`config.mk`:
```
export PLATFORM = sky130hd
export DESIGN_NAME = mpf_divide
export DESIGN_NICKNAME = d
export VERILOG_FILES = /design/src/rtl/assert_macros.svh /design/src/rtl/mpf_pkg.sv /design/src/rtl/mpf_divide.sv
export SDC_FILE = /design/constraint.sdc
export NUM_CORES = 2
export LEC_CHECK = 0
export BUFFER_PORTS_ARGS = -buffer_cell sky130_fd_sc_hd__clkbuf_2
export CAP_MARGIN = 20
export CORE_MARGIN = 2
export CORE_UTILIZATION = 35
export CTS_CLUSTER_SIZE = 14
export DETAILED_ROUTE_END_ITERATION = 6
export MAX_ROUTING_LAYER = met4
export PLACE_DENSITY = 0.54
export SLEW_MARGIN = 25
export SYNTH_ARGS = -nofsm -noshare
export SYNTH_HDL_FRONTEND = slang
export SYNTH_SLANG_ARGS = --single-unit
```
`constraint.sdc`:
```
create_clock -name clk -period 13.1 [get_ports clk]
set_input_delay 2.62 -clock clk [delete_from_list [all_inputs] [get_ports clk]]
set_output_delay 2.62 -clock clk [all_outputs]
set_load 0.05 [all_outputs]
```
`src/rtl/assert_macros.svh`:
```
// ----------------------------------------------------------------------------
// assert_macros.svh
// shared concurrent assertion shorthands, clocked on a rising edge with an
// active-low asynchronous reset that disables the check
// ----------------------------------------------------------------------------
`ifndef ASSERT_MACROS_SVH
`define ASSERT_MACROS_SVH

// same-cycle implication
`define MPF_ASSERT_SAME(label, ck, rn, ante, cons) \
    label: assert property (@(posedge ck) disable iff (!rn) (ante) |-> (cons)) \
        else $error("mpf assertion failed");

// next-cycle implication
`define MPF_ASSERT_NEXT(label, ck, rn, ante, cons) \
    label: assert property (@(posedge ck) disable iff (!rn) (ante) |=> (cons)) \
        else $error("mpf assertion failed");

`endif

```
`src/rtl/mpf_pkg.sv`:
```
// ----------------------------------------------------------------------------
// mpf_pkg
// types, widths and fixed-point constants of the masked pixel filter
// ----------------------------------------------------------------------------
package mpf_pkg;

    localparam int CHAN_W      = 8;
    localparam int STR_W       = 7;
    localparam int FACTOR_W    = 15;
    localparam int COEF_W      = 16;
    localparam int Q16_SHIFT   = 16;
    localparam int TGT_W       = 25;
    localparam int DIFF_W      = 26;
    localparam int NUM_W       = 42;
    localparam int Q_W         = 23;
    localparam int RECIP_W     = 18;
    localparam int PROD_W      = 41;
    localparam int RECIP_SHIFT = 32;
    localparam int EST_W       = 9;
    localparam int BRIGHT_W    = 7;
    localparam int BR_PROD_W   = 31;
    localparam int BR_SHIFT    = 23;
    localparam int CFG_DATA_W  = 7;
    localparam int CFG_INDEX_W = 1;

    // pipeline stages
    localparam int ST_SUM   = 0;
    localparam int ST_DIFF  = 1;
    localparam int ST_MUL   = 2;
    localparam int ST_NUM   = 3;
    localparam int ST_EST   = 4;
    localparam int ST_OUT   = 5;
    localparam int STAGES   = 6;

    // register indexes
    localparam logic [CFG_INDEX_W-1:0] REG_FILTER_MODE = 1'd0;
    localparam logic [CFG_INDEX_W-1:0] REG_STRENGTH    = 1'd1;

    typedef logic [CHAN_W-1:0]          chan_t;
    typedef chan_t [2:0]                rgb_t;
    typedef logic [FACTOR_W-1:0]        factor_t;
    typedef logic [TGT_W-1:0]           tgt_t;
    typedef logic [2:0][DIFF_W-1:0]     diff3_t;
    typedef logic [2:0][NUM_W-1:0]      prod3_t;
    typedef logic [2:0][Q_W-1:0]        quo3_t;
    typedef logic [2:0][EST_W-1:0]      est3_t;

    typedef enum logic [1:0] {
        MODE_GRAY   = 2'd0,
        MODE_SEPIA  = 2'd1,
        MODE_INVERT = 2'd2,
        MODE_BRIGHT = 2'd3
    } mode_t;

    typedef struct packed {
        mode_t mode;
        logic  bypass;
        chan_t alpha;
        logic  frame_end;
    } side_t;

    typedef struct packed {
        logic [STAGES-1:0] load;
        logic [STAGES-1:0] valid;
    } pipe_ctrl_t;

    localparam chan_t                CHAN_MAX     = 8'd255;
    localparam logic [STR_W-1:0]     STRENGTH_MAX = 7'd100;
    localparam factor_t              FULL_FACTOR  = 15'd25500;
    localparam factor_t              FACTOR_MIN   = 15'd25;
    localparam tgt_t                 TGT_CAP      = 25'd16711680;
    localparam logic [RECIP_W-1:0]   RECIP_FULL   = 18'd168430;
    localparam logic [COEF_W-1:0]    RECIP_255    = 16'd32897;

    // Q16 BT.709 luma weights, r g b
    localparam logic [COEF_W-1:0] LUMA_COEF [0:2] = '{16'd13933, 16'd46871, 16'd4732};

    // Q16 sepia matrix, one row per output channel
    localparam logic [COEF_W-1:0] SEPIA_COEF [0:2][0:2] = '{
        '{16'd25756, 16'd50397, 16'd12386},
        '{16'd22872, 16'd44958, 16'd11010},
        '{16'd17826, 16'd34996, 16'd8585}
    };

endpackage

```
`src/rtl/mpf_divide.sv`:
```
// ----------------------------------------------------------------------------
// mpf_divide
// quotient by 25500 through a reciprocal estimate and one correction step,
// then the final select into the output register
// ----------------------------------------------------------------------------
module mpf_divide (
    input  logic                          clk,
    input  mpf_pkg::pipe_ctrl_t           ctrl,
    input  mpf_pkg::rgb_t                 c_in,
    input  mpf_pkg::quo3_t                q_in,
    input  logic [mpf_pkg::BRIGHT_W-1:0]  fdiv_in,
    input  mpf_pkg::side_t                side_in,
    output mpf_pkg::rgb_t                 rgb_out,
    output mpf_pkg::chan_t                alpha_out,
    output logic                          frame_end_out
);

    // estimate stage
    mpf_pkg::rgb_t                   c4_reg;
    mpf_pkg::quo3_t                  q4_reg;
    mpf_pkg::est3_t                  est4_reg;
    logic [mpf_pkg::BRIGHT_W-1:0]    fdiv4_reg;
    mpf_pkg::side_t                  side4_reg;

    mpf_pkg::est3_t                  est4_next;
    logic [mpf_pkg::PROD_W-1:0]      prod [0:2];

    // output stage
    mpf_pkg::rgb_t                   rgb5_reg;
    mpf_pkg::chan_t                  alpha5_reg;
    logic                            fe5_reg;

    mpf_pkg::rgb_t                   rgb5_next;
    logic [mpf_pkg::Q_W-1:0]         rem [0:2];
    logic [mpf_pkg::EST_W-1:0]       blend [0:2];
    logic [mpf_pkg::EST_W-1:0]       bright [0:2];
    mpf_pkg::chan_t                  blend_sat [0:2];
    mpf_pkg::chan_t                  bright_sat [0:2];

    always_comb
    begin
        for (int k = 0; k < 3; k++)
        begin
            // estimate is the true quotient or one below
            prod[k] = mpf_pkg::PROD_W'(q_in[k]) * mpf_pkg::PROD_W'(mpf_pkg::RECIP_FULL);
            est4_next[k] = prod[k][mpf_pkg::RECIP_SHIFT +: mpf_pkg::EST_W];
        end
    end

    always_ff @(posedge clk)
    begin
        if (ctrl.load[mpf_pkg::ST_EST])
        begin
            c4_reg    <= c_in;
            q4_reg    <= q_in;
            est4_reg  <= est4_next;
            fdiv4_reg <= fdiv_in;
            side4_reg <= side_in;
        end
    end

    always_comb
    begin
        for (int k = 0; k < 3; k++)
        begin
            rem[k] = q4_reg[k] - mpf_pkg::Q_W'(est4_reg[k])
                   * mpf_pkg::Q_W'(mpf_pkg::FULL_FACTOR);
            blend[k] = est4_reg[k]
                     + mpf_pkg::EST_W'(rem[k] >= mpf_pkg::Q_W'(mpf_pkg::FULL_FACTOR));
            blend_sat[k] = (blend[k] > mpf_pkg::EST_W'(mpf_pkg::CHAN_MAX)) ?
                           mpf_pkg::CHAN_MAX : blend[k][mpf_pkg::CHAN_W-1:0];
            bright[k] = mpf_pkg::EST_W'(c4_reg[k]) + mpf_pkg::EST_W'(fdiv4_reg);
            bright_sat[k] = (bright[k] > mpf_pkg::EST_W'(mpf_pkg::CHAN_MAX)) ?
                            mpf_pkg::CHAN_MAX : bright[k][mpf_pkg::CHAN_W-1:0];
            if (side4_reg.bypass)
            begin
                rgb5_next[k] = c4_reg[k];
            end
            else if (side4_reg.mode == mpf_pkg::MODE_BRIGHT)
            begin
                rgb5_next[k] = bright_sat[k];
            end
            else
            begin
                rgb5_next[k] = blend_sat[k];
            end
        end
    end

    always_ff @(posedge clk)
    begin
        if (ctrl.load[mpf_pkg::ST_OUT])
        begin
            rgb5_reg   <= rgb5_next;
            alpha5_reg <= side4_reg.alpha;
            fe5_reg    <= side4_reg.frame_end;
        end
    end

    assign rgb_out       = rgb5_reg;
    assign alpha_out     = alpha5_reg;
    assign frame_end_out = fe5_reg;

endmodule

```
==> impl_metrics.ini <==
[timing]
grt_setup_unrepaired = no
slew_headroom_pct = 44.7
min_period_over_period_pct = 67.2
setup_viol = 0
max_freq_mhz = 114
fin_tns_setup_ns = 0
finalClockSkew_ns = 0.0149
slew_violations = 0
hold_viol_final = 0
tightest_slew_ns = 0.830
fin_crit_ns = 8.81

[setup_path]
cp_max_fo = 8
worstSetupPathType = flop to flop
cp.arrival_ns = 9.00
crit_buf_inv = 3
end_kind = flop
critical-path-slowest-cell = fa_1
crit_required_ns = 13.29
start_kind = flop
cpPeakStageDelay_ns = 0.59
critPathTopFamily = adder cells
r2r_slack_ns = 4.29

[clock_network]
path_clk_slew_ns = 0.08
clkLatencyLatePin_ns = 0.49
cts_hold_buf = 0
clock_sinks = 166
numCtsBuffers = 17
htreeDepth = 4
cts_resized = 0
cts_tree = built
clockBufferDepth = 2
root_buffer = clkbuf_16
post_cts_buffers = 0

[synthesis]
synth_flop_cell = edfxtp_1
synth.area.top_cells = fa_1, ha_1, edfxtp_1
netlist_area_um2 = 35800
synthCells = 3588
synthArstFlopShare_pct = 0
synth_top_cell_area_share_pct = 30.8
synth_enable_flop_cells = 166
ys_seq_elements = 166
ys_warn_count = 0
synth_cell_types = 85
ys_seq_area_share_pct = 13.9
syn_avg_cell_area_um2 = 9.99
synth_fp_nets = 5010
synth_top_area_cell = fa_1

[die]
die-area_um2 = 105000
dieWidth_um = 324
rows = 117
dieHeight_um = 324
start_util_pct = 35.3
coreArea_um2 = 102000
pin_count = 158

[routing]
viasPerCell = 4.58
route.detailed.drc = 0
drt_iter0_drc = 1022
via_count = 23500
dr.pass1.iters = 5
routed_wl_um = 79900
routedWlPerCell_um = 15.6
ant_nets = 0

[place]
dp_hpwl_um = 69700
placed_cells = 5097
gp_congestion = 0.855
place.port_buffers = 147

[layout]
nets = 5170
largest_register_ffs = 63
syn2layout_area_growth_pct = 8.45
mostFrequentLayoutCells = inv_1, ha_1, fa_1
drive_above_1_share_pct = 5.56
final_common_cell = inv_1
layout.cells.non_filler = 5130

[global_routing]
grt.overflow.total = 0
grt_pass1_wl_um = 131000
grt_pass1_vias = 24400
grt_usage_pct = 16.6
grt_max_degree = 78
antenna_found_initial = 3

[hold_path]
hold_path_class = flop to flop

[run_status]
status = finished, final reports clean

[flow_run]
maxCapViolCount = 0
-- per-stage QoR --
step           hold slack (ns)  setup WS (ns)  area [um^2]  util [%]
2_1_floorplan            0.400           5.24        35800         -
3_3_place_gp             0.401           4.33        38300      37.7
3_5_place_dp             0.405           4.35        38300      37.7
4_1_cts                  0.421           4.33        38900      38.3
5_1_grt                  0.429           3.71        38900      38.3
6_report                 0.420           4.29        38900      38.3
-- cell usage after synthesis, types with 10 or more instances --
master    number
a21o_1        48
inv_1       1134
xnor2_1       89
nor2b_1       27
o22ai_1       27
xor2_1        49
nand3_1       36
nor3_1        29
nand2b_1      12
a211oi_1      16
edfxtp_1     166
o21bai_1      16
and3_1        10
nand2_1       93
nor2_1        86
fa_1         552
ha_1         745
a21oi_1      111
o21ai_0       99
o21ai_1       15
nand4_1       18
o21a_1        26
o211ai_1      11
o31ai_1       10
or3_1         13
-- worst paths after layout --
kind                      from  cells past startpoint      endpoint
setup / recovery  est4_reg[10]                     32    rgb_out[8]
hold / removal    side4_reg[5]                      0  alpha_out[4]
setup reg to reg  est4_reg[10]                     32    rgb_out[8]
hold reg to reg   side4_reg[5]                      0  alpha_out[4]
-- worst register-to-register path, delay by kind of cell (launching register included) --
| kind | cells | cell delay (ns) |
|---|---|---|
| flip-flops | 1 | 0.58 |
| adder cells (fa/ha/maj) | 8 | 3.24 |
| buffers and inverters | 3 | 0.16 |
| XOR/XNOR | 1 | 0.09 |
| AO/OA/AOI/OAI | 12 | 2.96 |
| AND/OR/NAND/NOR | 8 | 1.47 |
-- cell type report --
type | instances | area [um^2]
Tap cell | 1368 | 1710
Fill cell | 10300 | 62700
Inverter | 1135 | 4260
Clock buffer | 17 | 425
Multi-Input combinational cell | 2276 | 26600
Sequential cell | 166 | 4980
Clock inverter | 15 | 153
Timing Repair Buffer | 152 | 779
Antenna cell | 1 | 2.50
-- logic make-up after synthesis --
family	share of synthesized area [%]
flip-flops	13.9
XOR/XNOR	3.37
multiplexers	0.175
AO/OA/AOI/OAI	8.58
AND/OR/NAND/NOR	5.11
buffers and inverters	12.0
adder cells (fa/ha/maj)	56.8
-- layer usage --
metal	global-route usage, %	wire (um)	up-vias
li1	-	-	11800
met1	23.6	40400	11500
met2	25.9	36500	252
met3	1.89	2200	42
met4	2.74	796	0
met5	-	0	-
Power is not shown: default switching activity piles up to over one toggle a cycle in this logic, so the estimate is an artifact.
