**src/rtl/assert_macros.svh**
```systemverilog
// ----------------------------------------------------------------------------
// assert_macros.svh
// shared concurrent assertion shorthands, clocked on a rising edge with an
// active-low asynchronous reset that disables the check
// ----------------------------------------------------------------------------
`ifndef ASSERT_MACROS_SVH
`define ASSERT_MACROS_SVH

// same-cycle implication
`define MPF_ASSERT_SAME(label, ck, rn, ante, cons) \
    label: assert property (@(posedge ck) disable iff (!rn) (ante) |-> (cons)) \
        else $error("mpf assertion failed");

// next-cycle implication
`define MPF_ASSERT_NEXT(label, ck, rn, ante, cons) \
    label: assert property (@(posedge ck) disable iff (!rn) (ante) |=> (cons)) \
        else $error("mpf assertion failed");

`endif

```
**src/rtl/mpf_pkg.sv**
```systemverilog
// ----------------------------------------------------------------------------
// mpf_pkg
// types, widths and fixed-point constants of the masked pixel filter
// ----------------------------------------------------------------------------
package mpf_pkg;

    localparam int CHAN_W      = 8;
    localparam int STR_W       = 7;
    localparam int FACTOR_W    = 15;
    localparam int COEF_W      = 16;
    localparam int Q16_SHIFT   = 16;
    localparam int TGT_W       = 25;
    localparam int DIFF_W      = 26;
    localparam int NUM_W       = 42;
    localparam int Q_W         = 23;
    localparam int RECIP_W     = 18;
    localparam int PROD_W      = 41;
    localparam int RECIP_SHIFT = 32;
    localparam int EST_W       = 9;
    localparam int BRIGHT_W    = 7;
    localparam int BR_PROD_W   = 31;
    localparam int BR_SHIFT    = 23;
    localparam int CFG_DATA_W  = 7;
    localparam int CFG_INDEX_W = 1;

    // pipeline stages
    localparam int ST_SUM   = 0;
    localparam int ST_DIFF  = 1;
    localparam int ST_MUL   = 2;
    localparam int ST_NUM   = 3;
    localparam int ST_EST   = 4;
    localparam int ST_OUT   = 5;
    localparam int STAGES   = 6;

    // register indexes
    localparam logic [CFG_INDEX_W-1:0] REG_FILTER_MODE = 1'd0;
    localparam logic [CFG_INDEX_W-1:0] REG_STRENGTH    = 1'd1;

    typedef logic [CHAN_W-1:0]          chan_t;
    typedef chan_t [2:0]                rgb_t;
    typedef logic [FACTOR_W-1:0]        factor_t;
    typedef logic [TGT_W-1:0]           tgt_t;
    typedef logic [2:0][DIFF_W-1:0]     diff3_t;
    typedef logic [2:0][NUM_W-1:0]      prod3_t;
    typedef logic [2:0][Q_W-1:0]        quo3_t;
    typedef logic [2:0][EST_W-1:0]      est3_t;

    typedef enum logic [1:0] {
        MODE_GRAY   = 2'd0,
        MODE_SEPIA  = 2'd1,
        MODE_INVERT = 2'd2,
        MODE_BRIGHT = 2'd3
    } mode_t;

    typedef struct packed {
        mode_t mode;
        logic  bypass;
        chan_t alpha;
        logic  frame_end;
    } side_t;

    typedef struct packed {
        logic [STAGES-1:0] load;
        logic [STAGES-1:0] valid;
    } pipe_ctrl_t;

    localparam chan_t                CHAN_MAX     = 8'd255;
    localparam logic [STR_W-1:0]     STRENGTH_MAX = 7'd100;
    localparam factor_t              FULL_FACTOR  = 15'd25500;
    localparam factor_t              FACTOR_MIN   = 15'd25;
    localparam tgt_t                 TGT_CAP      = 25'd16711680;
    localparam logic [RECIP_W-1:0]   RECIP_FULL   = 18'd168430;
    localparam logic [COEF_W-1:0]    RECIP_255    = 16'd32897;

    // Q16 BT.709 luma weights, r g b
    localparam logic [COEF_W-1:0] LUMA_COEF [0:2] = '{16'd13933, 16'd46871, 16'd4732};

    // Q16 sepia matrix, one row per output channel
    localparam logic [COEF_W-1:0] SEPIA_COEF [0:2][0:2] = '{
        '{16'd25756, 16'd50397, 16'd12386},
        '{16'd22872, 16'd44958, 16'd11010},
        '{16'd17826, 16'd34996, 16'd8585}
    };

endpackage

```
**src/rtl/mpf_scale.sv**
```systemverilog
// ----------------------------------------------------------------------------
// mpf_scale
// f * (t - c), then the full blend numerator taken down by 2^16; also
// f / 255 for brightness
// ----------------------------------------------------------------------------
module mpf_scale (
    input  logic                          clk,
    input  mpf_pkg::pipe_ctrl_t           ctrl,
    input  mpf_pkg::rgb_t                 c_in,
    input  mpf_pkg::diff3_t               d_in,
    input  mpf_pkg::factor_t              f_in,
    input  mpf_pkg::side_t                side_in,
    output mpf_pkg::rgb_t                 c_out,
    output mpf_pkg::quo3_t                q_out,
    output logic [mpf_pkg::BRIGHT_W-1:0]  fdiv_out,
    output mpf_pkg::side_t                side_out
);

    // multiply stage
    mpf_pkg::rgb_t                   c2_reg;
    mpf_pkg::prod3_t                 fd2_reg;
    logic [mpf_pkg::BRIGHT_W-1:0]    fdiv2_reg;
    mpf_pkg::side_t                  side2_reg;

    mpf_pkg::prod3_t                 fd2_next;
    logic [mpf_pkg::BR_PROD_W-1:0]   br_prod;

    // numerator stage
    mpf_pkg::rgb_t                   c3_reg;
    mpf_pkg::quo3_t                  q3_reg;
    logic [mpf_pkg::BRIGHT_W-1:0]    fdiv3_reg;
    mpf_pkg::side_t                  side3_reg;

    mpf_pkg::quo3_t                  q3_next;
    logic signed [mpf_pkg::NUM_W-1:0] base [0:2];
    logic signed [mpf_pkg::NUM_W-1:0] num [0:2];

    always_comb
    begin
        for (int k = 0; k < 3; k++)
        begin
            fd2_next[k] = mpf_pkg::NUM_W'($signed({1'b0, f_in}))
                        * mpf_pkg::NUM_W'($signed(d_in[k]));
        end
        // floor(f / 255) by reciprocal, exact for f up to full factor
        br_prod = mpf_pkg::BR_PROD_W'(f_in) * mpf_pkg::BR_PROD_W'(mpf_pkg::RECIP_255);
    end

    always_ff @(posedge clk)
    begin
        if (ctrl.load[mpf_pkg::ST_MUL])
        begin
            c2_reg    <= c_in;
            fd2_reg   <= fd2_next;
            fdiv2_reg <= br_prod[mpf_pkg::BR_SHIFT +: mpf_pkg::BRIGHT_W];
            side2_reg <= side_in;
        end
    end

    always_comb
    begin
        for (int k = 0; k < 3; k++)
        begin
            base[k] = (mpf_pkg::NUM_W'(c2_reg[k]) * mpf_pkg::NUM_W'(mpf_pkg::FULL_FACTOR))
                      << mpf_pkg::Q16_SHIFT;
            num[k]  = base[k] + $signed(fd2_reg[k]);
            // negative numerator clamps to zero
            q3_next[k] = num[k][mpf_pkg::NUM_W-1] ? '0 :
                         num[k][mpf_pkg::Q16_SHIFT +: mpf_pkg::Q_W];
        end
    end

    always_ff @(posedge clk)
    begin
        if (ctrl.load[mpf_pkg::ST_NUM])
        begin
            c3_reg    <= c2_reg;
            q3_reg    <= q3_next;
            fdiv3_reg <= fdiv2_reg;
            side3_reg <= side2_reg;
        end
    end

    assign c_out    = c3_reg;
    assign q_out    = q3_reg;
    assign fdiv_out = fdiv3_reg;
    assign side_out = side3_reg;

endmodule

```
**config.mk**
```make
export PLATFORM = sky130hd
export DESIGN_NAME = mpf_scale
export DESIGN_NICKNAME = d
export VERILOG_FILES = /design/src/rtl/assert_macros.svh /design/src/rtl/mpf_pkg.sv /design/src/rtl/mpf_scale.sv
export SDC_FILE = /design/constraint.sdc
export NUM_CORES = 2
export LEC_CHECK = 0
export ABC_AREA = 1
export BUFFER_PORTS_ARGS = -buffer_cell sky130_fd_sc_hd__clkbuf_2
export CORE_MARGIN = 10
export CORE_UTILIZATION = 59
export CTS_BUF_LIST = sky130_fd_sc_hd__clkbuf_4 sky130_fd_sc_hd__clkbuf_8
export DETAILED_ROUTE_END_ITERATION = 12
export GPL_TIMING_DRIVEN = 0
export HOLD_SLACK_MARGIN = 0.08
export PLACE_DENSITY = 0.79
export SYNTH_ARGS = -nofsm -noshare
export SYNTH_HDL_FRONTEND = slang
export SYNTH_SLANG_ARGS = --single-unit
```
**constraint.sdc**
```tcl
create_clock -name clk -period 9.4 [get_ports clk]
set_clock_uncertainty 0.2 [all_clocks]
set_input_delay 1.41 -clock clk [delete_from_list [all_inputs] [get_ports clk]]
set_output_delay 1.41 -clock clk [all_outputs]
set_load 0.01 [all_outputs]
```
==> impl_metrics.toml <==
[route]
route.vias.total = 51960
drc = 0
detail_route.first_pass.iterations = 8
route.detailed.vias_per_inst = 5.450
final_antenna_net_count = 0
drt_iter0_drc = 4720
route.detailed.wl_per_inst_microns = 20.15
drt_wl_total_microns = 192100

[logic_synthesis]
ys_warnings = 0
ys_async_sr_fraction = 0
post-synth-top-area-cell = "fa_1"
mappedNetlistNets = 9715
synth_compound_gate_area_share = 0.04567
yosys-top-cells-count = "inv_1 (2,183), nand2_1 (2,051), fa_1 (1,195), ha_1 (567), nor2_1 (378)"
seq_area_frac_synth = 0.1122
yosysTopAreaCellShare = 0.3838
synth_fa_ha_area_frac = 0.4976
synth_edf_count = 233
post_synth_main_area_contributors = "fa_1 (38%), inv_1 (13%), nand2_1 (12%)"
synth.ff_latch_count = 233
top_reg_cell_synth = "edfxtp_1"
syn_inst = 7811
combinational_family_with_the_most_area_after_synthesis = "adder cells"
mapped_avg_cell_area_sq_um = 7.980
yosys.area_share.xor_xnor = 0.02108
synth.cell_area_sq_um = 62330
synthDistinctLibCells = 51
muxShareOfSynthArea = 0
yosys.cell_count.top_type = "inv_1"
yosys.area_share.simple = 0.1783

[timing]
timing.hold.ws_ns = 0.2181
slew-limit-headroom = -0.04221
fin_crit_ns = 9.083
setup_repair_after_global_routing_missed_its_margin = "no"
tightest_slew_ns = 1.563
fin_crit_sh = 0.9663
slew_viol_final = 46
report.final.hold_viol_count = 0
setup_viol = 0
timing.fmax_mhz = 110.1

[global_routing]
antenna_found_initial = 31
grt_first_pass_wirelength_microns = 299400
grt_start_max_net_pins = 103
gr-usage-all-layers = 0.3217
grt_pass1_vias = 53480
gr_overflow_total = 0

[clocking]
post-cts-setup-buffer-count = 0
clk_transition_reported_paths_ns = 0.06
root_buffer = "clkbuf_8"
clock_latency_ns = 0.67
cts_made_buffers = 41
cts.sink_count = 233
clk_path_buf_depth = 3
cts_tree = "done"
hold_buffers = 0
cts.htree.levels = 2
cts_repair_resizes = 0

[place]
place_hpwl_microns = 163900
finalWeightedCongestion = 1.008
port_buffers = 243

[status]
violations = "max-capacitance violations, max-slew violations"
status = "complete, but fails checks"

[worst_setup_path]
r2r_setup_slack_ns = 3.00
worst_ep_arrival_time_ns = 9.28
worstSetupPathType = "in2reg"
cp_dominant_cell_by_count = "fa_1"
cpPeakStageDelay_ns = 1.11
setup.worst_path.end_class = "register"
worst-path-max-fanout = 10
crit_chain = "clkbuf_2, clkbuf_1, clkbuf_1, buf_1, nand2_1, fa_1, fa_1, inv_1, fa_1, fa_1, fa_1, inv_1, fa_1, inv_1, ha_1, nand2_1, nor2_1, nand2_1, nor2_1, nand4_1, nand4_1, nand2_1"
setup.worst_path.start_class = "input pin"
slowest_stage = "clkbuf_1"
wp_data_required_ns = 9.59

[floorplanning]
num_io_pins = 254
die_height_microns = 345.0
dieArea_sq_um = 119000
die_width_microns = 345.0
num_rows = 119
core_area_sq_um = 105100
initial_util = 0.5930

[finish]
area_growth_pct = 6.393
final_net_count = 10010
final_layout_size_suffix_gt1_frac = 0.05019
number_of_flip_flops_under_the_largest_register_name = 78

[min_path]
hold_wc_path_type = "reg2reg"

[job]
cap_viol_max_count = 5
## through the flow
| stage | setup TNS [ns] | area [sq um] | instances | util | setup WS, ns |
|---|---|---|---|---|---|
| global placement | -0.1463 | 65290 | 9445 | 0.6211 | -0.1463 |
| finish | 0 | 66320 | 9534 | 0.6309 | 0.3167 |
| detailed placement | -0.2321 | 65380 | 9448 | 0.6219 | -0.1810 |
| floorplan | 0 | 62330 | 7811 | - | 2.237 |
| CTS | 0 | 66250 | 9519 | 0.6303 | 0.4931 |
| global route | 0 | 66290 | 9525 | 0.6307 | 0.1365 |
## layout by cell type (no fill, tap or decap), types with 45 or more instances in the layout
cell type	instances
inv_1	2183
nand2_1	2051
fa_1	1195
ha_1	567
nor2_1	378
a21oi_1	267
clkbuf_2	244
edfxtp_1	233
clkbuf_1	180
nand3_1	148
o21ai_0	117
xor2_1	90
xnor2_1	60
nand4_1	45
## cell families (layout without fill, tap and decap cells)
logic type | Yosys count | count (layout)
simple gates | 2760 | 2760
fa+ha+maj | 1762 | 1762
other cells | 0 | 14
buf+inv | 2398 | 2716
flops | 233 | 233
xor+xnor | 150 | 150
compound gates | 508 | 508
## final timing paths
path                     start      endpoint  cells past startpoint
setup reg to reg    c2_reg[13]     q_out[31]                     29
setup / recovery       f_in[2]  fd2_reg[121]                     22
hold / removal    fdiv2_reg[2]   fdiv_out[2]                      0
hold reg to reg   fdiv2_reg[2]   fdiv_out[2]                      0
## critical path: cells and delay by family
kind	cells	cell delay, ns
buffers and inverters	7	2.68
AND/OR/NAND/NOR	8	1.48
adder cells (fa/ha/maj)	7	3.69
## metal layers
metal	GRT usage	vias up	share of wire	routed length (microns)
met4	0.1552	40	0.057	10900
met3	0.1054	682	0.12	23380
met5	0	-	0.0014	267
met2	0.4979	2681	0.44	84710
met1	0.4042	25140	0.38	72830
li1	-	23410	-	-
## area by class of cell
cell class                      count  area (sq um)
Fill cell                        9372         38800
Clock inverter                     18         216.5
Inverter                         2184          8198
Antenna cell                       14         35.03
Timing Repair Buffer              247          1329
Clock buffer                       53         660.6
Sequential cell                   233          6997
Buffer                            214         849.6
Tap cell                         1391          1740
Multi-Input combinational cell   5180         46290
Power is left out: the tool's default activity adds up to more than one toggle a clock period on the data nets, which glitch-free logic cannot reach.
