### config.mk
export PLATFORM = sky130hd
export DESIGN_NAME = mpf_target
export DESIGN_NICKNAME = d
export VERILOG_FILES = /design/src/rtl/assert_macros.svh /design/src/rtl/mpf_pkg.sv /design/src/rtl/mpf_target.sv
export SDC_FILE = /design/constraint.sdc
export NUM_CORES = 2
export LEC_CHECK = 0
export BUFFER_PORTS_ARGS = -buffer_cell sky130_fd_sc_hd__buf_2
export CAP_MARGIN = 20
export CORE_MARGIN = 5
export CORE_UTILIZATION = 58
export CTS_CLUSTER_DIAMETER = 200
export DETAILED_ROUTE_END_ITERATION = 8
export PLACE_DENSITY = 0.79
export SETUP_SLACK_MARGIN = 0.15
export SLEW_MARGIN = 10
export SYNTH_ARGS = -nofsm -noshare
export SYNTH_HDL_FRONTEND = slang
export SYNTH_SLANG_ARGS = --single-unit
### constraint.sdc
create_clock -name clk -period 8.1 [get_ports clk]
set_clock_uncertainty 0.1 [all_clocks]
set_input_delay 1.215 -clock clk [delete_from_list [all_inputs] [get_ports clk]]
set_output_delay 1.215 -clock clk [all_outputs]
set_load 0.1 [all_outputs]
### src/rtl/assert_macros.svh
// ----------------------------------------------------------------------------
// assert_macros.svh
// shared concurrent assertion shorthands, clocked on a rising edge with an
// active-low asynchronous reset that disables the check
// ----------------------------------------------------------------------------
`ifndef ASSERT_MACROS_SVH
`define ASSERT_MACROS_SVH

// same-cycle implication
`define MPF_ASSERT_SAME(label, ck, rn, ante, cons) \
    label: assert property (@(posedge ck) disable iff (!rn) (ante) |-> (cons)) \
        else $error("mpf assertion failed");

// next-cycle implication
`define MPF_ASSERT_NEXT(label, ck, rn, ante, cons) \
    label: assert property (@(posedge ck) disable iff (!rn) (ante) |=> (cons)) \
        else $error("mpf assertion failed");

`endif

### src/rtl/mpf_pkg.sv
// ----------------------------------------------------------------------------
// mpf_pkg
// types, widths and fixed-point constants of the masked pixel filter
// ----------------------------------------------------------------------------
package mpf_pkg;

    localparam int CHAN_W      = 8;
    localparam int STR_W       = 7;
    localparam int FACTOR_W    = 15;
    localparam int COEF_W      = 16;
    localparam int Q16_SHIFT   = 16;
    localparam int TGT_W       = 25;
    localparam int DIFF_W      = 26;
    localparam int NUM_W       = 42;
    localparam int Q_W         = 23;
    localparam int RECIP_W     = 18;
    localparam int PROD_W      = 41;
    localparam int RECIP_SHIFT = 32;
    localparam int EST_W       = 9;
    localparam int BRIGHT_W    = 7;
    localparam int BR_PROD_W   = 31;
    localparam int BR_SHIFT    = 23;
    localparam int CFG_DATA_W  = 7;
    localparam int CFG_INDEX_W = 1;

    // pipeline stages
    localparam int ST_SUM   = 0;
    localparam int ST_DIFF  = 1;
    localparam int ST_MUL   = 2;
    localparam int ST_NUM   = 3;
    localparam int ST_EST   = 4;
    localparam int ST_OUT   = 5;
    localparam int STAGES   = 6;

    // register indexes
    localparam logic [CFG_INDEX_W-1:0] REG_FILTER_MODE = 1'd0;
    localparam logic [CFG_INDEX_W-1:0] REG_STRENGTH    = 1'd1;

    typedef logic [CHAN_W-1:0]          chan_t;
    typedef chan_t [2:0]                rgb_t;
    typedef logic [FACTOR_W-1:0]        factor_t;
    typedef logic [TGT_W-1:0]           tgt_t;
    typedef logic [2:0][DIFF_W-1:0]     diff3_t;
    typedef logic [2:0][NUM_W-1:0]      prod3_t;
    typedef logic [2:0][Q_W-1:0]        quo3_t;
    typedef logic [2:0][EST_W-1:0]      est3_t;

    typedef enum logic [1:0] {
        MODE_GRAY   = 2'd0,
        MODE_SEPIA  = 2'd1,
        MODE_INVERT = 2'd2,
        MODE_BRIGHT = 2'd3
    } mode_t;

    typedef struct packed {
        mode_t mode;
        logic  bypass;
        chan_t alpha;
        logic  frame_end;
    } side_t;

    typedef struct packed {
        logic [STAGES-1:0] load;
        logic [STAGES-1:0] valid;
    } pipe_ctrl_t;

    localparam chan_t                CHAN_MAX     = 8'd255;
    localparam logic [STR_W-1:0]     STRENGTH_MAX = 7'd100;
    localparam factor_t              FULL_FACTOR  = 15'd25500;
    localparam factor_t              FACTOR_MIN   = 15'd25;
    localparam tgt_t                 TGT_CAP      = 25'd16711680;
    localparam logic [RECIP_W-1:0]   RECIP_FULL   = 18'd168430;
    localparam logic [COEF_W-1:0]    RECIP_255    = 16'd32897;

    // Q16 BT.709 luma weights, r g b
    localparam logic [COEF_W-1:0] LUMA_COEF [0:2] = '{16'd13933, 16'd46871, 16'd4732};

    // Q16 sepia matrix, one row per output channel
    localparam logic [COEF_W-1:0] SEPIA_COEF [0:2][0:2] = '{
        '{16'd25756, 16'd50397, 16'd12386},
        '{16'd22872, 16'd44958, 16'd11010},
        '{16'd17826, 16'd34996, 16'd8585}
    };

endpackage

### src/rtl/mpf_target.sv
// ----------------------------------------------------------------------------
// mpf_target
// blend factor and Q16 targets, then per-channel difference target - c
// ----------------------------------------------------------------------------
module mpf_target (
    input  logic                      clk,
    input  mpf_pkg::pipe_ctrl_t       ctrl,
    input  mpf_pkg::rgb_t             rgb,
    input  mpf_pkg::chan_t            mask,
    input  mpf_pkg::chan_t            alpha,
    input  logic                      frame_end,
    input  mpf_pkg::mode_t            mode,
    input  logic [mpf_pkg::STR_W-1:0] strength,
    output mpf_pkg::rgb_t             c_out,
    output mpf_pkg::diff3_t           d_out,
    output mpf_pkg::factor_t          f_out,
    output mpf_pkg::side_t            side_out
);

    // sum stage
    mpf_pkg::rgb_t             c0_reg;
    mpf_pkg::factor_t          f0_reg;
    mpf_pkg::side_t            side0_reg;
    mpf_pkg::tgt_t             gray0_reg;
    mpf_pkg::tgt_t             sep0_reg [0:2];

    logic [mpf_pkg::STR_W-1:0] s_sat;
    mpf_pkg::factor_t          f0_next;
    mpf_pkg::tgt_t             gray0_next;
    mpf_pkg::tgt_t             sep0_next [0:2];
    mpf_pkg::side_t            side0_next;

    // difference stage
    mpf_pkg::rgb_t             c1_reg;
    mpf_pkg::diff3_t           d1_reg;
    mpf_pkg::factor_t          f1_reg;
    mpf_pkg::side_t            side1_reg;

    mpf_pkg::diff3_t           d1_next;
    mpf_pkg::side_t            side1_next;
    mpf_pkg::tgt_t             tgt [0:2];
    mpf_pkg::tgt_t             c_q16 [0:2];

    always_comb
    begin
        s_sat = (strength > mpf_pkg::STRENGTH_MAX) ? mpf_pkg::STRENGTH_MAX : strength;
        f0_next = mpf_pkg::FACTOR_W'(s_sat) * mpf_pkg::FACTOR_W'(mask);
        gray0_next = mpf_pkg::TGT_W'(mpf_pkg::LUMA_COEF[0]) * mpf_pkg::TGT_W'(rgb[0])
                   + mpf_pkg::TGT_W'(mpf_pkg::LUMA_COEF[1]) * mpf_pkg::TGT_W'(rgb[1])
                   + mpf_pkg::TGT_W'(mpf_pkg::LUMA_COEF[2]) * mpf_pkg::TGT_W'(rgb[2]);
        for (int k = 0; k < 3; k++)
        begin
            sep0_next[k] =
                  mpf_pkg::TGT_W'(mpf_pkg::SEPIA_COEF[k][0]) * mpf_pkg::TGT_W'(rgb[0])
                + mpf_pkg::TGT_W'(mpf_pkg::SEPIA_COEF[k][1]) * mpf_pkg::TGT_W'(rgb[1])
                + mpf_pkg::TGT_W'(mpf_pkg::SEPIA_COEF[k][2]) * mpf_pkg::TGT_W'(rgb[2]);
        end
        side0_next.mode      = mode;
        side0_next.bypass    = 1'b0;
        side0_next.alpha     = alpha;
        side0_next.frame_end = frame_end;
    end

    always_ff @(posedge clk)
    begin
        if (ctrl.load[mpf_pkg::ST_SUM])
        begin
            c0_reg    <= rgb;
            f0_reg    <= f0_next;
            side0_reg <= side0_next;
            gray0_reg <= gray0_next;
            sep0_reg  <= sep0_next;
        end
    end

    always_comb
    begin
        for (int k = 0; k < 3; k++)
        begin
            c_q16[k] = mpf_pkg::TGT_W'({c0_reg[k], 16'h0000});
            case (side0_reg.mode)
                mpf_pkg::MODE_GRAY:   tgt[k] = gray0_reg;
                mpf_pkg::MODE_SEPIA:  tgt[k] = (sep0_reg[k] > mpf_pkg::TGT_CAP) ?
                                               mpf_pkg::TGT_CAP : sep0_reg[k];
                mpf_pkg::MODE_INVERT: tgt[k] =
                    mpf_pkg::TGT_W'({mpf_pkg::CHAN_MAX - c0_reg[k], 16'h0000});
                default:              tgt[k] = c_q16[k];
            endcase
            d1_next[k] = mpf_pkg::DIFF_W'(tgt[k]) - mpf_pkg::DIFF_W'(c_q16[k]);
        end
        side1_next        = side0_reg;
        side1_next.bypass = (f0_reg <= mpf_pkg::FACTOR_MIN);
    end

    always_ff @(posedge clk)
    begin
        if (ctrl.load[mpf_pkg::ST_DIFF])
        begin
            c1_reg    <= c0_reg;
            d1_reg    <= d1_next;
            f1_reg    <= f0_reg;
            side1_reg <= side1_next;
        end
    end

    assign c_out    = c1_reg;
    assign d_out    = d1_reg;
    assign f_out    = f1_reg;
    assign side_out = side1_reg;

endmodule

==> flow_metrics.py <==
metrics = {
    "floorplan": {
        "initial_utilization_pct": 58.7,
        "coreArea_mm2": 0.0606,
        "die_x_um": 258,
        "die_h_um": 258,
        "die-area_mm2": 0.0664,
        "rows": 90,
        "ios": 192,
    },
    "setup_path": {
        "end_kind": "register",
        "worstSetupStartpointType": "input port",
        "reg2reg_depth": 13,
        "path_max_fanout": 4,
        "slowest_stage": "fa_1",
        "regToRegEndpoint": "d_out[76]$_DFFE_PP_",
        "r2r_setup_slack_ns": 3.98,
        "crit_top_cell": "fa_1",
        "required_ns": 8.34,
        "setup.worst_path.class": "in2reg",
        "critPathArrivalTime_ns": 8.16,
        "rr_startpoint": "c0_reg[16]$_DFFE_PP_",
        "critPathMaxStageDelay_ns": 0.56,
    },
    "yosys": {
        "ys_seq_area_share_pct": 23.3,
        "synth_top_cells_by_area": "edfxtp_1, fa_1, ha_1",
        "synth_warnings": 0,
        "synth_cells": 3420,
        "ys_types": 79,
        "syn_nets": 4519,
        "ys_ff_latch": 276,
        "yosysTopAreaCellShare_pct": 23.3,
        "async_flop_share_pct": 0,
        "synth-edff-count": 276,
        "synth_largest_area_cell": "edfxtp_1",
        "synth_area_mm2": 0.0356,
        "syn_avg_cell_area_um2": 10.4,
        "synth_most_common_cell": "inv_1",
        "ys.flop_type": "edfxtp_1",
        "yosys-top-cells-count": "inv_1, ha_1, fa_1, edfxtp_1, a21oi_1",
    },
    "clock_tree": {
        "hold_buffers": 0,
        "path_clk_slew_ns": 0.07,
        "clock_latency_ns": 0.58,
        "cts_buffer_depth": 3,
        "h-tree-depth": 1,
        "cts.sinks": 276,
        "clockRootBuffer": "clkbuf_16",
        "numCtsBuffers": 28,
        "cts_tree": "yes",
    },
    "sta": {
        "finalSetupViolCount": 0,
        "fin_crit_sh_pct": 97.8,
        "tightest_slew_ns": 0.993,
        "slew-limit-headroom_pct": 33.7,
        "timing.fmax_mhz": 126,
        "final-hold-violation-count": 0,
        "rsz0062_at_grt": "true",
        "fin_ws_ns": 0.181,
        "fin_crit_ns": 7.92,
        "drv_slew": 0,
    },
    "global_routing": {
        "grt_pass1_vias": 27400,
        "grt_max_degree": 77,
        "globalRoute.totalOverflow": 0,
        "track_usage_pct": 30.8,
        "grt_pass1_wl_um": 158000,
        "grt_antenna_before_repair": 1,
    },
    "hold_path": {
        "min_delay_worst_endpoint": "side_out[4]$_DFFE_PP_",
        "holdPathStages": 0,
        "worst_hold_path_type": "reg2reg",
        "hold_start": "side0_reg[4]$_DFFE_PP_",
    },
    "layout": {
        "area_growth_pct": 16.1,
        "fin_nets": 5013,
        "utilization_pct": 68.1,
        "fin_cells": 4719,
        "largest_register_ffs": 78,
        "drive_gt1_share_pct": 16.8,
        "nFillCells": 4504,
    },
    "detailed_routing": {
        "wl_um": 104000,
        "via_count": 27100,
        "routed_via_density": 5.75,
        "wl_per_cell_um": 22.1,
        "drc_errors": 0,
        "ant_nets": 0,
        "drtPass1Iterations": 7,
        "drt_iter0_drc": 2183,
    },
    "place": {
        "dp_hpwl_um": 87500,
        "post-place-ws_ns": -0.649,
        "io_buffers": 181,
        "gp_congestion": 1.02,
        "dpl.cell_count": 4659,
    },
    "status": {
        "status": "finished clean",
    },
    "run": {
        "cap_violations": 0,
    },
}
==> per-stage QoR <==
| stage | TNS, ns | cell area, um^2 | hold WS, ns |
|---|---|---|---|
| 2_1_floorplan | 0 | 35700 | 0.300 |
| 3_3_place_gp | -8.16 | 39800 | 0.301 |
| 3_5_place_dp | -12.01 | 39800 | 0.306 |
| 4_1_cts | 0 | 40800 | 0.319 |
| 5_1_grt | -0.240 | 41300 | 0.327 |
| 6_report | 0 | 41300 | 0.317 |
==> timing repair <==
item,CTS,global route
setup endpoints to repair,6,34
resized for setup,3,93
pin swaps,3,48
buffers inserted,0,7
==> metal layers <==
metal / GRT usage, % / routed length (um) / vias to the layer above
met3: 5.70 / 8860 / 279
met2: 50.7 / 48100 / 1117
li1: - / - / 12600
met5: 0 / 13 / -
met4: 13.4 / 6080 / 2
met1: 40.2 / 41100 / 13200
==> worst max-delay path, delay by kind of cell <==
family | cells | cell delay, ns
adder cells (fa/ha/maj) | 11 | 4.49
XOR/XNOR | 2 | 0.19
buffers and inverters | 12 | 0.88
AO/OA/AOI/OAI | 9 | 1.35
==> cells in the final DEF (no fill, tap or decap), types with 9 or more instances in the layout <==
| master | n |
|---|---|
| nand3_1 | 35 |
| nor2_1 | 154 |
| or2_2 | 13 |
| nand2b_1 | 20 |
| fa_1 | 395 |
| xor2_1 | 68 |
| xnor2_1 | 130 |
| o31ai_1 | 9 |
| a211oi_1 | 23 |
| edfxtp_1 | 276 |
| nor4_1 | 18 |
| o21a_1 | 26 |
| and2_1 | 29 |
| a21oi_2 | 14 |
| ha_1 | 615 |
| o21ai_0 | 90 |
| a22o_1 | 47 |
| buf_4 | 315 |
| nand2_1 | 133 |
| o22ai_1 | 12 |
| nor3_1 | 29 |
| o211ai_1 | 17 |
| a31oi_1 | 14 |
| nor2b_1 | 23 |
| a21o_1 | 61 |
| a21oi_1 | 169 |
| o21ai_1 | 16 |
| inv_1 | 710 |
| a211o_1 | 9 |
| clkbuf_16 | 28 |
| nand4_1 | 23 |
| ha_4 | 14 |
| o21bai_1 | 30 |
| and3_1 | 28 |
| buf_2 | 176 |
==> layout make-up <==
class | count | area, um^2 | share of cell area (%)
flip-flops and latches | 276 | 8290 | 20.1
diodes | 1 | 2.50 | 0.00606
repair buffers | 498 | 3320 | 8.05
well taps | 782 | 978 | 2.37
inverters | 718 | 2700 | 6.53
multi-input cells | 2392 | 25000 | 60.6
clock buffers | 29 | 704 | 1.71
clock inverters | 23 | 270 | 0.655
==> logic make-up (layout without fill, tap and decap cells) <==
logic type	Yosys count	in the layout	share of synthesized area (%)
simple gates	528	528	7.04
other cells	0	1	0
compound gates	621	621	11.7
xor+xnor	205	205	5.05
fa+ha+maj	1036	1036	44.9
mux	2	2	0.0563
flops	276	276	23.3
buf+inv	752	1268	7.94
==> worst max path at each step <==
stage / start / to / slack [ns] / cells after the start
after detailed placement: rgb[5] / sep0_reg[74]$_DFFE_PP_ / -0.65 / 30
after global placement: rgb[5] / sep0_reg[73]$_DFFE_PP_ / -0.51 / 33
final: rgb[5] / sep0_reg[74]$_DFFE_PP_ / 0.18 / 34
after CTS: rgb[5] / sep0_reg[74]$_DFFE_PP_ / 0.12 / 30
after floorplan: rgb[5] / sep0_reg[73]$_DFFE_PP_ / 0.02 / 30
after global routing: rgb[5] / sep0_reg[74]$_DFFE_PP_ / -0.08 / 34
Power is left out: the tool's default activity adds up to more than one toggle a clock period on the data nets, which glitch-free logic cannot reach.
