`src/rtl/assert_macros.svh`:
```
// ----------------------------------------------------------------------------
// assert_macros.svh
// shared concurrent assertion shorthands, clocked on a rising edge with an
// active-low asynchronous reset that disables the check
// ----------------------------------------------------------------------------
`ifndef ASSERT_MACROS_SVH
`define ASSERT_MACROS_SVH

// same-cycle implication
`define MPF_ASSERT_SAME(label, ck, rn, ante, cons) \
    label: assert property (@(posedge ck) disable iff (!rn) (ante) |-> (cons)) \
        else $error("mpf assertion failed");

// next-cycle implication
`define MPF_ASSERT_NEXT(label, ck, rn, ante, cons) \
    label: assert property (@(posedge ck) disable iff (!rn) (ante) |=> (cons)) \
        else $error("mpf assertion failed");

`endif

```
`src/rtl/mpf_pkg.sv`:
```
// ----------------------------------------------------------------------------
// mpf_pkg
// types, widths and fixed-point constants of the masked pixel filter
// ----------------------------------------------------------------------------
package mpf_pkg;

    localparam int CHAN_W      = 8;
    localparam int STR_W       = 7;
    localparam int FACTOR_W    = 15;
    localparam int COEF_W      = 16;
    localparam int Q16_SHIFT   = 16;
    localparam int TGT_W       = 25;
    localparam int DIFF_W      = 26;
    localparam int NUM_W       = 42;
    localparam int Q_W         = 23;
    localparam int RECIP_W     = 18;
    localparam int PROD_W      = 41;
    localparam int RECIP_SHIFT = 32;
    localparam int EST_W       = 9;
    localparam int BRIGHT_W    = 7;
    localparam int BR_PROD_W   = 31;
    localparam int BR_SHIFT    = 23;
    localparam int CFG_DATA_W  = 7;
    localparam int CFG_INDEX_W = 1;

    // pipeline stages
    localparam int ST_SUM   = 0;
    localparam int ST_DIFF  = 1;
    localparam int ST_MUL   = 2;
    localparam int ST_NUM   = 3;
    localparam int ST_EST   = 4;
    localparam int ST_OUT   = 5;
    localparam int STAGES   = 6;

    // register indexes
    localparam logic [CFG_INDEX_W-1:0] REG_FILTER_MODE = 1'd0;
    localparam logic [CFG_INDEX_W-1:0] REG_STRENGTH    = 1'd1;

    typedef logic [CHAN_W-1:0]          chan_t;
    typedef chan_t [2:0]                rgb_t;
    typedef logic [FACTOR_W-1:0]        factor_t;
    typedef logic [TGT_W-1:0]           tgt_t;
    typedef logic [2:0][DIFF_W-1:0]     diff3_t;
    typedef logic [2:0][NUM_W-1:0]      prod3_t;
    typedef logic [2:0][Q_W-1:0]        quo3_t;
    typedef logic [2:0][EST_W-1:0]      est3_t;

    typedef enum logic [1:0] {
        MODE_GRAY   = 2'd0,
        MODE_SEPIA  = 2'd1,
        MODE_INVERT = 2'd2,
        MODE_BRIGHT = 2'd3
    } mode_t;

    typedef struct packed {
        mode_t mode;
        logic  bypass;
        chan_t alpha;
        logic  frame_end;
    } side_t;

    typedef struct packed {
        logic [STAGES-1:0] load;
        logic [STAGES-1:0] valid;
    } pipe_ctrl_t;

    localparam chan_t                CHAN_MAX     = 8'd255;
    localparam logic [STR_W-1:0]     STRENGTH_MAX = 7'd100;
    localparam factor_t              FULL_FACTOR  = 15'd25500;
    localparam factor_t              FACTOR_MIN   = 15'd25;
    localparam tgt_t                 TGT_CAP      = 25'd16711680;
    localparam logic [RECIP_W-1:0]   RECIP_FULL   = 18'd168430;
    localparam logic [COEF_W-1:0]    RECIP_255    = 16'd32897;

    // Q16 BT.709 luma weights, r g b
    localparam logic [COEF_W-1:0] LUMA_COEF [0:2] = '{16'd13933, 16'd46871, 16'd4732};

    // Q16 sepia matrix, one row per output channel
    localparam logic [COEF_W-1:0] SEPIA_COEF [0:2][0:2] = '{
        '{16'd25756, 16'd50397, 16'd12386},
        '{16'd22872, 16'd44958, 16'd11010},
        '{16'd17826, 16'd34996, 16'd8585}
    };

endpackage

```
`src/rtl/mpf_ctrl.sv`:
```
// ----------------------------------------------------------------------------
// mpf_ctrl
// per-stage valid bits and load enables; a stage loads when it is empty or
// its successor loads, so bubbles collapse and stalls lose nothing
// ----------------------------------------------------------------------------
`include "assert_macros.svh"

module mpf_ctrl (
    input  logic                clk,
    input  logic                rst_n,
    input  logic                in_valid,
    output logic                in_ready,
    input  logic                out_ready,
    output mpf_pkg::pipe_ctrl_t ctrl
);

    logic [mpf_pkg::STAGES-1:0] valid_reg;
    logic [mpf_pkg::STAGES-1:0] valid_next;
    logic [mpf_pkg::STAGES-1:0] load;

    always_comb
    begin
        load[mpf_pkg::STAGES-1] = !valid_reg[mpf_pkg::STAGES-1] || out_ready;
        for (int k = mpf_pkg::STAGES - 2; k >= 0; k--)
        begin
            load[k] = !valid_reg[k] || load[k+1];
        end
        valid_next = valid_reg;
        if (load[0])
        begin
            valid_next[0] = in_valid;
        end
        for (int k = 1; k < mpf_pkg::STAGES; k++)
        begin
            if (load[k])
            begin
                valid_next[k] = valid_reg[k-1];
            end
        end
    end

    always_ff @(posedge clk or negedge rst_n)
    begin
        if (!rst_n)
        begin
            valid_reg <= '0;
        end
        else
        begin
            valid_reg <= valid_next;
        end
    end

    assign in_ready   = load[0];
    assign ctrl.load  = load;
    assign ctrl.valid = valid_reg;

    `MPF_ASSERT_NEXT(a_accept_fills, clk, rst_n, in_valid && in_ready, valid_reg[0])
    `MPF_ASSERT_SAME(a_empty_takes, clk, rst_n, !valid_reg[0], in_ready)
    `MPF_ASSERT_NEXT(a_stall_keeps, clk, rst_n, valid_reg[0] && !load[1], valid_reg[0])
    `MPF_ASSERT_NEXT(a_no_invent, clk, rst_n, !(in_valid && in_ready),
        $countones(valid_reg) <= $past($countones(valid_reg)))

endmodule

```
`config.mk`:
```
export PLATFORM = sky130hd
export DESIGN_NAME = mpf_ctrl
export DESIGN_NICKNAME = d
export VERILOG_FILES = /design/src/rtl/mpf_pkg.sv /design/src/rtl/mpf_ctrl.sv
export VERILOG_INCLUDE_DIRS = /design/src /design/src/rtl
export SDC_FILE = /design/constraint.sdc
export NUM_CORES = 1
export LEC_CHECK = 0
export BUFFER_PORTS_ARGS = -buffer_cell sky130_fd_sc_hd__buf_4
export CORE_AREA = 3 3 40 42
export DETAILED_ROUTE_END_ITERATION = 7
export DIE_AREA = 0 0 43 45
export PLACE_DENSITY_LB_ADDON = 0.25
export SYNTH_ARGS = -nofsm -noshare
export SYNTH_HDL_FRONTEND = slang
export SYNTH_SLANG_ARGS = --single-unit
```
`constraint.sdc`:
```
create_clock -name clk -period 1 [get_ports clk]
set_input_delay 0.15 -clock clk [delete_from_list [all_inputs] [get_ports clk]]
set_output_delay 0.15 -clock clk [all_outputs]
set_load 0.01 [all_outputs]
```
==> results of run 1 <==
## per-layer routing
layer	vias up	global-route usage (%)	routed length [µm]
met2	14	16.2	414
met1	135	8.64	281
met3	0	6.37	77
met4	0	1.81	0
met5	-	0	0
li1	132	-	-
## cell families after synthesis
family                 count (synthesis)
AO/OA/AOI/OAI                          3
buffers and inverters                  3
flip-flops                             6
AND/OR/NAND/NOR                        9
## cells in the final DEF (no fill, tap or decap)
master,count
nand2_1,1
nand2b_4,2
buf_6,12
nand4_1,1
nand3b_1,1
dlygate4sd3_1,1
clkbuf_4,3
buf_4,15
inv_2,1
dfrtp_1,4
or2_1,1
a31o_1,1
a41o_1,1
dfrtp_2,2
and4b_2,1
nand3_2,1
a21o_1,1
nand2b_1,1
## synthesized netlist by cell type
| cell | instances | share of area [%] |
|---|---|---|
| inv_1 | 1 | 1.5 |
| buf_6 | 1 | 4.4 |
| a31o_1 | 1 | 3.4 |
| buf_4 | 1 | 2.9 |
| a21o_1 | 1 | 2.9 |
| and4b_1 | 1 | 3.9 |
| nand4_1 | 1 | 2.4 |
| dfrtp_1 | 6 | 59 |
| or2_1 | 1 | 2.4 |
| nand2_1 | 1 | 1.5 |
| nand3b_1 | 1 | 2.9 |
| nand2b_1 | 3 | 7.3 |
| nand3_1 | 1 | 1.9 |
| a41o_1 | 1 | 3.9 |
## per-stage QoR
stage          utilization, %  TNS [ps]  area, µm²  hold WS, ps  power [mW]
6_report                 43.6     -2920        561          110       0.927
5_1_grt                  43.6     -3590        561          115       0.987
4_1_cts                  40.2     -3190        517          104       0.878
3_5_place_dp             31.1      -575        399        -39.2       0.558
3_3_place_gp             31.1      -359        399        -39.6       0.552
2_1_floorplan               -      -472        256         -146       0.421
## area by class of cell
class	instances	area, µm²
Tap cell	15	18.8
Multi-Input combinational cell	12	105
Fill cell	129	724
Timing Repair Buffer	28	258
Sequential cell	6	153
Inverter	1	3.75
Clock buffer	3	22.5
## how the worst max path moves through the flow
stage | start | cells after the start | to | slack [ps]
3_3_place_gp | valid_reg[4]$_DFFE_PN0P_ | 3 | in_ready | -120
4_1_cts | valid_reg[5]$_DFFE_PN0P_ | 3 | ctrl[6] | -350
3_5_place_dp | valid_reg[3]$_DFFE_PN0P_ | 3 | ctrl[6] | -170
2_1_floorplan | valid_reg[5]$_DFFE_PN0P_ | 4 | ctrl[6] | -240
5_1_grt | valid_reg[3]$_DFFE_PN0P_ | 3 | ctrl[6] | -390
6_report | valid_reg[3]$_DFFE_PN0P_ | 3 | ctrl[6] | -330
## repair_timing
action / in CTS / in global routing
hold buffers: 1 / 0
pin swaps: 2 / 5
buffers inserted: 7 / 5
gates resized for setup: 12 / 9
hold endpoints to repair: 6 / 0
endpoints found under the setup margin: 14 / 17
## worst max-delay path, stage by stage (launching register included)
cell and delay (ps):
dfrtp_1 340, and4b_2 300, nand4_1 130, buf_4 170
## power by group
group / total, mW / leakage, nW / switching, mW / internal (mW)
combinational: 0.397 / 0.197 / 0.145 / 0.251
sequential: 0.315 / 0.0614 / 0.0362 / 0.279
clock: 0.216 / 0.0138 / 0.0805 / 0.135
==> metrics, run 1 <==
worst hold path type=in -> reg; initial antenna violation count=0; clk sinks=6; routability cong.=0.753; Routed Antenna Nets=0; critical path class=reg -> out; Die H=45 µm; area share of and/or/nand/nor cells after synthesis=22.4%; R2R Path End=valid_reg[1]$_DFFE_PN0P_; worst reg-to-reg setup slack=-310 ps; # diodes=0; routed vias=281; final WL=772 µm; Worst Reg-to-Reg Cells=5; Total GRT Usage=9.07%; Syn. warnings=0; DP HPWL=514 µm; Clock Tree Buf Depth=2; WL/cell=11.9 µm; Endpoint, Worst Hold=valid_reg[0]$_DFFE_PN0P_; status=complete, but fails checks; CP Launch Type=flip-flop; hold path cells=2; synthesized area=256 µm²; Detailed Route Iter0 Violations=4; number of flip-flops under the largest register name=6; minimum clock period after layout=1330 ps; main combinational cell family by area after synthesis=simple AND/OR/NAND/NOR gates; vias per cell=4.32; Std-Cell Core Area=1280 µm²; Synth Instances=21; VDD IR-drop max=846 µV; H-Tree Depth=1; Clk pin slew, worst setup/hold paths=40 ps; failing checks=negative setup slack; row count=13; Crit. End Element=primary output; IO Pins=17; Max Clk Rate=0.751 GHz; Inst Count DP=53; CP arrival=1180 ps; number of clock buffers inserted by TritonCTS=3; Power Density=1650 nW/µm²; Slew Limit Fails=0; Critical Path Fanout Max=6; Post-Syn Area per Cell=12.2 µm²; DIE WIDTH=43 µm; clock network latency to the later pin of the worst-skew pair=240 ps; register bit total from synthesis=6; R2R Path Start=valid_reg[5]$_DFFE_PN0P_; Compound-Gate Fraction of Synth Area=10.2%; layout cells sized above 1=74.0%; Setup violations, final=14; Crit path required time=850 ps; Layout Cells excl Fill=65; first-pass GRT wire length=1.24 mm; Final Hold Fails=0; Syn-to-layout area delta=119%; Max Cap Viol=0; RSZ-0062 raised after global routing=true; die area=1940 µm²; Initial Util=20.0%; largest net degree at the start of global routing=9; Mapped Nets=25; Synth Area in XOR/XNOR=0%; # DRC=0; vias in the first global route=291; Rel. slew slack=90.1%; post-synthesis mux area share=0%; CTS tree=yes; Pre-antenna DRT Iters=2; Net count, final=56; CTS Root Buffer Type=clkbuf_4; port bufs=16; Place WS=-168 ps; Clock Skew=3.37 ps; Final period util=133%; slew at the pin closest to its max-slew limit=148 ps; Adder-Cell Fraction of Synth Area=0%; grt ovf=0; leak pwr=0.272 nW; synth unique cells=14; final setup margin=-332 ps; Hold Startpoint=in_valid; sequential-to-total area share from yosys stat=58.5%
No activity file was read; power rests on OpenSTA's default activity.
==> inputs of run 2 (changes only) <==
Clock period 1 ns to 1.6 ns, I/O delays scaled along.
==> metrics, run 2 (synthesized netlist as in run 1, its figures left out) <==
row count=13; switching pwr=0.142 mW; layout cells sized above 1=51.3%; Routed Antenna Nets=0; WL/cell=11.3 µm; most common cell after layout, fill and taps aside=buf_4; leak pwr=0.191 nW; Max Cap Viol=0; # diodes=0; worst setup path startpoint=valid_reg[4]$_DFFE_PN0P_; port bufs=16; number of clock buffers inserted by TritonCTS=3; largest net degree at the start of global routing=9; clock network latency to the later pin of the worst-skew pair=250 ps; Final period util=95.0%; DP HPWL=474 µm; grt ovf=0; most frequent cells in the layout=buf_4, dfrtp_1, nand2b_1, clkbuf_4; number of flip-flops under the largest register name=6; Inst Count DP=50; routability cong.=0.699; IO Pins=17; Max Clk Rate=0.658 GHz; RSZ-0062 raised after global routing=false; Slew Limit Fails=0; clk sinks=6; Syn-to-layout area delta=60.0%; Fill cells=136; Critical Path Fanout Max=8; sw frac=29.9%; vias in the first global route=219; final hold slack=176 ps; initial antenna violation count=0; DIE WIDTH=43 µm; total power=0.475 mW; Rel. slew slack=84.9%; Layout Cells excl Fill=54; Pre-antenna DRT Iters=4; first-pass GRT wire length=1.03 mm; Std-Cell Core Area=1280 µm²; H-Tree Depth=1; Net count, final=45; vias per cell=4.43; fin util=31.9%; routed vias=239; clock power share=30.2%; status=complete, no violations; Initial Util=20.0%; Clk pin slew, worst setup/hold paths=50 ps; Seq. cell area=150 µm²; Hold Startpoint=in_valid; Total GRT Usage=7.71%; R2R Path Start=valid_reg[4]$_DFFE_PN0P_; minimum clock period after layout=1520 ps; internal power=0.333 mW; multi-input logic area=85.1 µm²; Crit path required time=1360 ps; slew at the pin closest to its max-slew limit=226 ps; CP Launch Type=flip-flop; die area=1940 µm²; VDD IR-drop max=361 µV; CTS Root Buffer Type=clkbuf_4; Clock Tree Buf Depth=2; worst hold path type=in -> reg; sequential share of power=41.4%; setup_tns=0 ps; Setup violations, final=0; Power Density=1160 nW/µm²; Final Hold Fails=0; critical path class=reg -> out; Detailed Route Iter0 Violations=7; Die H=45 µm; combinational share of power=28.5%; Crit. End Element=primary output; CP arrival=1280 ps; # DRC=0; Clock Skew=6.06 ps; final WL=612 µm; setup repair bufs after CTS=0; CTS tree=yes
## run 2: cell count changes in the layout (fill, tap and decap cells not counted), sizes merged
cell  before  now
buf       27   16
## run 2: final timing paths
check                                      endpoint  cells after the start  slack (ps)
setup / recovery                           in_ready                      3          80
hold / removal             valid_reg[0]$_DFFE_PN0P_                      2         180
setup reg to reg           valid_reg[0]$_DFFE_PN0P_                      2         540
hold reg to reg            valid_reg[4]$_DFFE_PN0P_                      1         500
max in group asynchronous  valid_reg[2]$_DFFE_PN0P_                      2        1150
min in group asynchronous  valid_reg[4]$_DFFE_PN0P_                      2         330
## run 2: stage by stage
step                area, µm²  worst slack [ps]
floorplan                 256               266
global placement          377               322
detailed placement        377               286
CTS                       409              19.4
global route              410              14.2
finish                    410              79.9
## run 2: power groups by stage
stage | clock [mW] | combinational, mW | sequential, mW
finish | 0.143 | 0.135 | 0.196
global route | 0.162 | 0.147 | 0.201
CTS | 0.151 | 0.138 | 0.196
detailed placement | 0 | 0.135 | 0.199
global placement | 0 | 0.133 | 0.198
floorplan | 0 | 0.0588 | 0.204
## run 2: cell type report
type / count / share of cell area, %
Sequential cell: 6 / 36.6
Timing Repair Buffer: 17 / 31.7
Clock buffer: 3 / 5.49
Inverter: 1 / 0.915
Multi-Input combinational cell: 12 / 20.7
Tap cell: 15 / 4.57
## run 2: critical path, stage by stage, from the launching register on
cell	delay, ps
dfrtp_1	370
and4b_2	330
nand4_1	150
buf_4	180
## run 2: per-layer routing
layer  share of wire, %  global-route usage (%)
met1                 38                    8.85
met2                 44                    10.5
met3                 14                    3.59
met4                2.9                    7.23
met5                  0                       0
## run 2: timing repair
item / 4_1_cts / 5_1_grt
setup endpoints to repair: 0 / 2
hold buffers: 1 / 0
gates resized for setup: 0 / 1
endpoints found under the hold margin: 6 / 0
==> inputs of run 3 (changes only) <==
Settings changed: PLACE_DENSITY from default to 0.43, PLACE_DENSITY_LB_ADDON 0.25 to default.
==> metrics, run 3 (synthesized netlist as in run 1, its figures left out) <==
Max Cap Viol=0; number of flip-flops under the largest register name=6; setup_tns=0 ps; Max Clk Rate=0.668 GHz; switching pwr=0.139 mW; initial antenna violation count=0; combinational share of power=28.6%; CTS Root Buffer Type=clkbuf_4; CTS tree=yes; sequential share of power=41.9%; fin util=31.9%; Inst Count DP=50; Setup violations, final=0; Clk pin slew, worst setup/hold paths=50 ps; critical path class=reg -> out; Pre-antenna DRT Iters=1; # diodes=0; minimum clock period after layout=1500 ps; Slew Limit Fails=0; Routed Antenna Nets=0; most common cell after layout, fill and taps aside=buf_4; row count=13; vias in the first global route=232; Final period util=93.6%; Power Density=1150 nW/µm²; final WL=620 µm; die area=1940 µm²; internal power=0.333 mW; Layout Cells excl Fill=54; VDD IR-drop max=436 µV; # DRC=0; number of clock buffers inserted by TritonCTS=3; Die H=45 µm; sw frac=29.4%; first-pass GRT wire length=1.06 mm; Total GRT Usage=8.21%; WL/cell=11.5 µm; Initial Util=20.0%; Crit. End Element=primary output; routed vias=230; clock network latency to the later pin of the worst-skew pair=240 ps; clock power share=29.6%; RSZ-0062 raised after global routing=false; critical path, cell by cell=and4b_2 > nand4_1 > buf_4; H-Tree Depth=1; largest net degree at the start of global routing=9; grt ovf=0; CP top delay family=simple AND/OR/NAND/NOR gates; CP Launch Type=flip-flop; Rel. slew slack=84.8%; clk sinks=6; layout cells sized above 1=51.3%; Critical Path Fanout Max=8; setup repair bufs after CTS=0; Final Hold Fails=0; routability cong.=0.753; Finished Cell Area=410 µm²; port bufs=16; CP max-delay cell=dfrtp_1; CP Buf/Inv Count=1; DIE WIDTH=43 µm; slew at the pin closest to its max-slew limit=228 ps; Syn-to-layout area delta=60.0%; Clock Skew=0.805 ps; leak pwr=0.191 nW; Crit path required time=1360 ps; vias per cell=4.26; Net count, final=45; status=complete, no violations; IO Pins=17; Detailed Route Iter0 Violations=0; Std-Cell Core Area=1280 µm²; CP arrival=1260 ps; most frequent cells in the layout=buf_4, dfrtp_1, nand2b_1, clkbuf_4; worst hold path type=in -> reg; slowest stage delay, CP=370 ps; Clock Tree Buf Depth=2; placement-stage cell area=377 µm²; DP HPWL=473 µm
-- run 3: final cells by class --
cell class / instances / area (µm²)
multi-input cells: 12 / 85.1
clock buffers: 3 / 22.5
well taps: 15 / 18.8
repair buffers: 17 / 130
fillers: 135 / 875
inverters: 1 / 3.75
flip-flops and latches: 6 / 150
-- run 3: path summary, 6_finish.rpt --
| path | start | to | slack (ps) | depth (start not counted) |
|---|---|---|---|---|
| max | valid_reg[4]$_DFFE_PN0P_ | in_ready | 100 | 3 |
| min | in_valid | valid_reg[0]$_DFFE_PN0P_ | 180 | 2 |
| max reg2reg | valid_reg[4]$_DFFE_PN0P_ | valid_reg[0]$_DFFE_PN0P_ | 540 | 2 |
| min reg2reg | valid_reg[3]$_DFFE_PN0P_ | valid_reg[4]$_DFFE_PN0P_ | 510 | 1 |
| max in group asynchronous | rst_n | valid_reg[2]$_DFFE_PN0P_ | 1140 | 2 |
| min in group asynchronous | rst_n | valid_reg[3]$_DFFE_PN0P_ | 340 | 2 |
-- run 3: power groups by stage --
stage	Combinational (mW)	Clock (mW)	Sequential [mW]
2_1_floorplan	0.0588	0	0.204
3_3_place_gp	0.134	0	0.198
3_5_place_dp	0.134	0	0.199
4_1_cts	0.137	0.151	0.197
5_1_grt	0.147	0.161	0.201
6_report	0.135	0.139	0.197
-- run 3: per-stage QoR --
stage | setup WS (ps) | power [mW] | hold WS [ps]
finish | 103 | 0.471 | 182
global route | 2.99 | 0.509 | 179
CTS | 20.0 | 0.484 | 171
detailed placement | 272 | 0.333 | 52.4
global placement | 287 | 0.332 | 51.5
floorplan | 266 | 0.263 | -55.6
-- run 3: metal layers --
layer / track usage, % / routed length (µm) / up-vias
met5: 0 / 0 / -
li1: - / - / 110
met3: 4.38 / 69 / 2
met4: 9.04 / 6 / 0
met1: 8.33 / 273 / 106
met2: 11.4 / 270 / 12
-- run 3: timing repair --
action                                  in CTS  in global routing
resized for setup                            0                  1
hold buffers                                 1                  0
endpoints found under the setup margin       0                  2
hold endpoints to repair                     6                  0
-- run 3: worst register-to-register path: stages, from the launching register on --
cell     delay (ps)
dfrtp_1         390
and4b_2         310
a41o_1          250
